==> config.mk <==
export PLATFORM = sky130hd
export DESIGN_NAME = sincos_outbuf
export DESIGN_NICKNAME = d
export VERILOG_FILES = /design/src/rtl/sincos_pkg.sv /design/src/rtl/sincos_outbuf.sv
export SDC_FILE = /design/constraint.sdc
export NUM_CORES = 1
export LEC_CHECK = 0
export ABC_AREA = 1
export BUFFER_PORTS_ARGS = -buffer_cell sky130_fd_sc_hd__buf_4
export CORE_MARGIN = 5
export CORE_UTILIZATION = 55
export CTS_BUF_LIST = sky130_fd_sc_hd__clkbuf_16
export DETAILED_ROUTE_END_ITERATION = 10
export PLACE_DENSITY = 0.76
export RECOVER_POWER = 100
export SLEW_MARGIN = 20
export SYNTH_ARGS = -nofsm -noshare
export SYNTH_HDL_FRONTEND = slang
export SYNTH_SLANG_ARGS = --single-unit
==> constraint.sdc <==
create_clock -name clk -period 4.85 [get_ports clk]
set_clock_uncertainty 0.15 [all_clocks]
set_input_delay 0.97 -clock clk [delete_from_list [all_inputs] [get_ports clk]]
set_output_delay 0.97 -clock clk [all_outputs]
set_load 0.05 [all_outputs]
==> src/rtl/sincos_pkg.sv <==
// Shared types and fixed-point constants for the sine/cosine pipeline.
// Used by every module of the block; no dependencies of its own.
`default_nettype none

package sincos_pkg;

  localparam int ANGLE_FRAC_BITS_DEF = 24;
  localparam int OUT_FRAC_BITS_DEF   = 30;

  // width of the reduced angle, Q.32 signed
  localparam int RW = 36;

  localparam logic [29:0] INV_TWO_PI = 30'd683565276;
  localparam logic [34:0] TWO_PI     = 35'd26986075408;

  localparam logic signed [RW-1:0] HALF_PI    = 36'sd6746518852;
  localparam logic signed [RW-1:0] PI_Q       = 36'sd13493037704;
  localparam logic signed [RW-1:0] QUARTER_PI = 36'sd3373259426;

  localparam logic [19:0] S7_MAG  = 20'd852176;
  localparam logic [25:0] S5_MAG  = 26'd35791394;
  localparam logic [29:0] S3_MAG  = 30'd715827883;
  localparam logic [22:0] C6_MAG  = 23'd5965232;
  localparam logic [27:0] C4_MAG  = 28'd178956971;
  localparam logic [31:0] C2_MAG  = 32'd2147483648;
  localparam logic [32:0] ONE_MAG = 33'd4294967296;

  typedef struct packed {
    logic xneg;
    logic swap;
    logic sneg;
    logic cneg;
  } flags_t;

  typedef struct packed {
    logic        valid;
    logic [31:0] xmag;
    flags_t      flg;
  } red_t;

  typedef struct packed {
    logic        valid;
    logic [31:0] smag;
    logic [32:0] cmag;
    flags_t      flg;
  } poly_t;

endpackage

`default_nettype wire

==> src/rtl/sincos_outbuf.sv <==
// Sign restore, rounding and saturation to the output format, output word
// register and skid buffer. Depends on sincos_pkg.
`default_nettype none

module sincos_outbuf
  import sincos_pkg::*;
#(
  parameter int OUT_FRAC_BITS = OUT_FRAC_BITS_DEF
) (
  input  logic        clk,
  input  logic        rst_n,
  input  poly_t       pipe,
  output logic        advance,
  output logic        out_tvalid,
  input  logic        out_tready,
  output logic [63:0] out_tdata
);

  localparam int SH = 32 - OUT_FRAC_BITS;
  localparam logic [OUT_FRAC_BITS+1:0] LIM = (OUT_FRAC_BITS + 2)'(1) << OUT_FRAC_BITS;

  function automatic logic [31:0] to_out(input logic neg, input logic [32:0] mag);
    logic [33:0]              s;
    logic [OUT_FRAC_BITS+1:0] q;
    logic [31:0]              m;
    s = {1'b0, mag} + (34'd1 << (SH - 1));
    q = s[33:SH];
    if (q > LIM) begin
      q = LIM;
    end
    m = 32'(q);
    return neg ? (32'd0 - m) : m;
  endfunction

  logic        sn_neg;
  logic        cs_neg;
  logic [32:0] sn_mag;
  logic [32:0] cs_mag;
  logic [63:0] res;

  always_comb begin
    if (pipe.flg.swap) begin
      sn_neg = pipe.flg.sneg;
      sn_mag = pipe.cmag;
      cs_neg = pipe.flg.xneg ^ pipe.flg.cneg;
      cs_mag = {1'b0, pipe.smag};
    end else begin
      sn_neg = pipe.flg.xneg;
      sn_mag = {1'b0, pipe.smag};
      cs_neg = pipe.flg.cneg;
      cs_mag = pipe.cmag;
    end
    res = {to_out(cs_neg, cs_mag), to_out(sn_neg, sn_mag)};
  end

  logic        out_valid_r;
  logic [63:0] out_data_r;
  logic        skid_valid_r;
  logic [63:0] skid_data_r;
  logic        out_take;

  assign out_take = out_valid_r & out_tready;
  assign advance  = ~skid_valid_r;

  always_ff @(posedge clk) begin
    if (!rst_n) begin
      out_valid_r  <= 1'b0;
      skid_valid_r <= 1'b0;
    end else if (skid_valid_r) begin
      if (out_take) begin
        out_data_r   <= skid_data_r;
        skid_valid_r <= 1'b0;
      end
    end else if (pipe.valid) begin
      if (!out_valid_r || out_take) begin
        out_data_r  <= res;
        out_valid_r <= 1'b1;
      end else begin
        skid_data_r  <= res;
        skid_valid_r <= 1'b1;
      end
    end else if (out_take) begin
      out_valid_r <= 1'b0;
    end
  end

  assign out_tvalid = out_valid_r;
  assign out_tdata  = out_data_r;

endmodule

`default_nettype wire

==> impl_metrics.env <==
export IMPL_status="complete, but fails checks"
export IMPL_violations="max-capacitance violations, max-slew violations"
export IMPL_synthTopCellsByArea="edfxtp_1, nand2_1, nor2_1"
export IMPL_wl_per_cell_um=16.1
export IMPL_core_area_mm2=0.0196
export IMPL_cts_sinks=130
export IMPL_critical_path_class="in2reg"
export IMPL_layout_commonest_cell="nand2_1"
export IMPL_startpoint_type="input pin"
export IMPL_place_ws_ns=-0.114
export IMPL_drive_gt1_frac=0.137
export IMPL_irDropWorstVdd_uv=214
export IMPL_cts_reportedPaths_clkPinSlew_ns=0.05
export IMPL_die_area_mm2=0.0230
export IMPL_hold_violations=0
export IMPL_path_cells="buf_4 > inv_8 > buf_12 > nand2_1 > nand2_1 > nand2_1 > nor2_1 > nand2_1 > nor2_1 > nand2_1 > nand2_1 > nand2_1 > nor2_1 > nand2_1 > nor2_1 > nand3_2 > nand2_4 > clkbuf_1 > nand2_1 > nand2_1 > a21oi_1 > nand2_1 > xor2_2 > o21ai_0"
export IMPL_crit_slowest_cell="xor2_2"
export IMPL_overflow=0
export IMPL_clk_latency_ns=0.41
export IMPL_rows=51
export IMPL_vias=11400
export IMPL_cp_required_ns=4.78
export IMPL_crit_top_cell="nand2_1"
export IMPL_yosys_area_top_type="edfxtp_1"
export IMPL_final_cells=2126
export IMPL_hold_path_class="reg2reg"
export IMPL_grt_total_usage=0.297
export IMPL_grt_pass1_wl_um=52800
export IMPL_start_util=0.562
export IMPL_cts_buffer_depth=2
export IMPL_synth_edf_count=128
export IMPL_postLayoutCoreUtil=0.650
export IMPL_cell_internal_pwr_uw=2420
export IMPL_arrival_ns=4.45
export IMPL_cts_root_buf="clkbuf_16"
export IMPL_cts_tree="yes"
export IMPL_tightest_slew_ns=1.61
export IMPL_p_sw_uw=1290
export IMPL_routed_via_density=5.34
export IMPL_area_delta_synth_final_pct=15.6
export IMPL_ant_nets=0
export IMPL_max_freq_ghz=0.221
export IMPL_cts_setup_buffers=0
export IMPL_nets=1925
export IMPL_grt_max_degree=65
export IMPL_dp_cells=2094
export IMPL_synthCells=1679
export IMPL_whs_ns=0.359
export IMPL_finalCritPeriodShare=0.931
export IMPL_dr_pass1_iters=6
export IMPL_synthesis_area_mm2=0.0110
export IMPL_routed_wl_um=34300
export IMPL_finalSetupViolCount=0
export IMPL_n_antenna_cell=0
export IMPL_finalWorstSetupSlack_ns=0.333
export IMPL_min_period_ns=4.52
export IMPL_cts_buffers=17
export IMPL_die_h_um=152
export IMPL_synthArstFlopShare=0
export IMPL_antenna_found_initial=0
export IMPL_die_w_um=152
export IMPL_cts_htree_levels=4
export IMPL_r2r_cells=5
export IMPL_clkPwrFrac=0.326
export IMPL_dp_hpwl_um=27400
export IMPL_final_cell_mix="nand2_1, nor2_1, inv_1"
export IMPL_powerDensity_mw_per_mm2=291
export IMPL_synth_cell_types=48
export IMPL_slew_headroom=-0.0740
export IMPL_synth_nets=1756
export IMPL_drt_iter0_markers=1028
export IMPL_yosys_warnings=0
export IMPL_path_max_fanout=33
export IMPL_drc=0
export IMPL_cp_end_kind="flip-flop"
export IMPL_max_stage_delay_ns=0.26
export IMPL_p_leak_uw=0.00595
export IMPL_n_fill_cell=1796
export IMPL_synth_top_cell_area_share=0.349
export IMPL_ys_flop_type="edfxtp_1"
export IMPL_portBuffers=136
export IMPL_rsz0062_at_grt="false"
export IMPL_grt_pass1_vias=10200
export IMPL_ys_seq_area_frac=0.353
export IMPL_drv_slew=104
export IMPL_combPwrFrac=0.306
export IMPL_whs_path_depth=2
export IMPL_boundaryPins=139
export IMPL_sequentialPowerShare=0.368
export IMPL_max_cap_violations=2
export IMPL_syn_avg_cell_area_um2=6.56
export IMPL_place_gp_congestion=1.00
export IMPL_setup_tns_final_ns=0
export IMPL_ys_seq_elements=130
export IMPL_switching_share=0.347
[area by class of cell]
| cell class | instances | area [um2] | area share |
|---|---|---|---|
| clock inverter | 15 | 143 | 0.0112 |
| tap | 265 | 332 | 0.0260 |
| sequential | 130 | 3880 | 0.305 |
| multi-input combinational | 1354 | 6110 | 0.480 |
| clock buffer | 17 | 425 | 0.0334 |
| timing repair buffer | 198 | 1280 | 0.101 |
| inverter | 147 | 559 | 0.0439 |
[registers in the layout, indices dropped and copies added, names as in the netlist]
signal        count
skid_valid_r      1
skid_data_r      64
out_tdata        64
out_tvalid        1
[through the flow]
stage | power (uW) | area [um2]
floorplan | 2170 | 11000
global placement | 2520 | 12500
detailed placement | 2550 | 12500
CTS | 3750 | 13100
global route | 3880 | 12700
finish | 3700 | 12700
[kinds of logic after synthesis]
family,count (synthesis),share of synthesized area
simple gates,1198,0.455
buf+inv,195,0.0872
flops,130,0.353
compound gates,117,0.0693
xor+xnor,35,0.0312
fa+ha+maj,4,0.00454
[critical path: cells and delay by family]
family,cells,cell delay [ns]
AND/OR/NAND/NOR,17,2.09
AO/OA/AOI/OAI,2,0.28
XOR/XNOR,1,0.26
buffers and inverters,4,0.78
[metal layers]
| layer | track usage | up-vias | wire length (um) |
|---|---|---|---|
| met5 | 0 | - | 0 |
| met4 | 0.0939 | 0 | 1010 |
| met3 | 0.0387 | 66 | 2560 |
| met2 | 0.494 | 518 | 15800 |
| met1 | 0.405 | 5103 | 14900 |
| li1 | - | 5665 | - |
[cell usage after synthesis, types with 6 or more instances]
cell type / n
nand4_1: 18
buf_6: 18
buf_2: 7
nand2_2: 45
o21ai_1: 33
o41ai_1: 14
nand3_1: 77
nand3b_1: 22
inv_1: 127
nor2_1: 150
xor2_1: 21
nor2_4: 6
o21ai_2: 6
nor2_2: 25
o31ai_1: 15
o21ai_0: 32
xnor2_1: 9
inv_2: 16
clkbuf_1: 10
edfxtp_1: 128
nand2_1: 835
[repair_timing]
item | in CTS | in global routing
hold buffers | 0 | 0
gates resized for setup | 0 | 3
setup endpoints to repair | 0 | 4
[power groups by stage]
stage                     sequential (uW)  combinational (uW)  clock, uW
after global placement               1380                1140          0
after global routing                 1360                1240       1280
final                                1360                1130       1210
after detailed placement             1380                1160          0
after floorplan                      1530                 639          0
after CTS                            1360                1180       1210
[final timing paths]
path                        start             to  slack [ns]
setup / recovery          pipe[2]  out_tdata[17]        0.33
hold / removal    skid_data_r[28]  out_tdata[28]        0.36
setup reg to reg     skid_valid_r  out_tdata[29]        0.51
hold reg to reg   skid_data_r[28]  out_tdata[28]        0.36
Power figures use the tool's default switching activity.
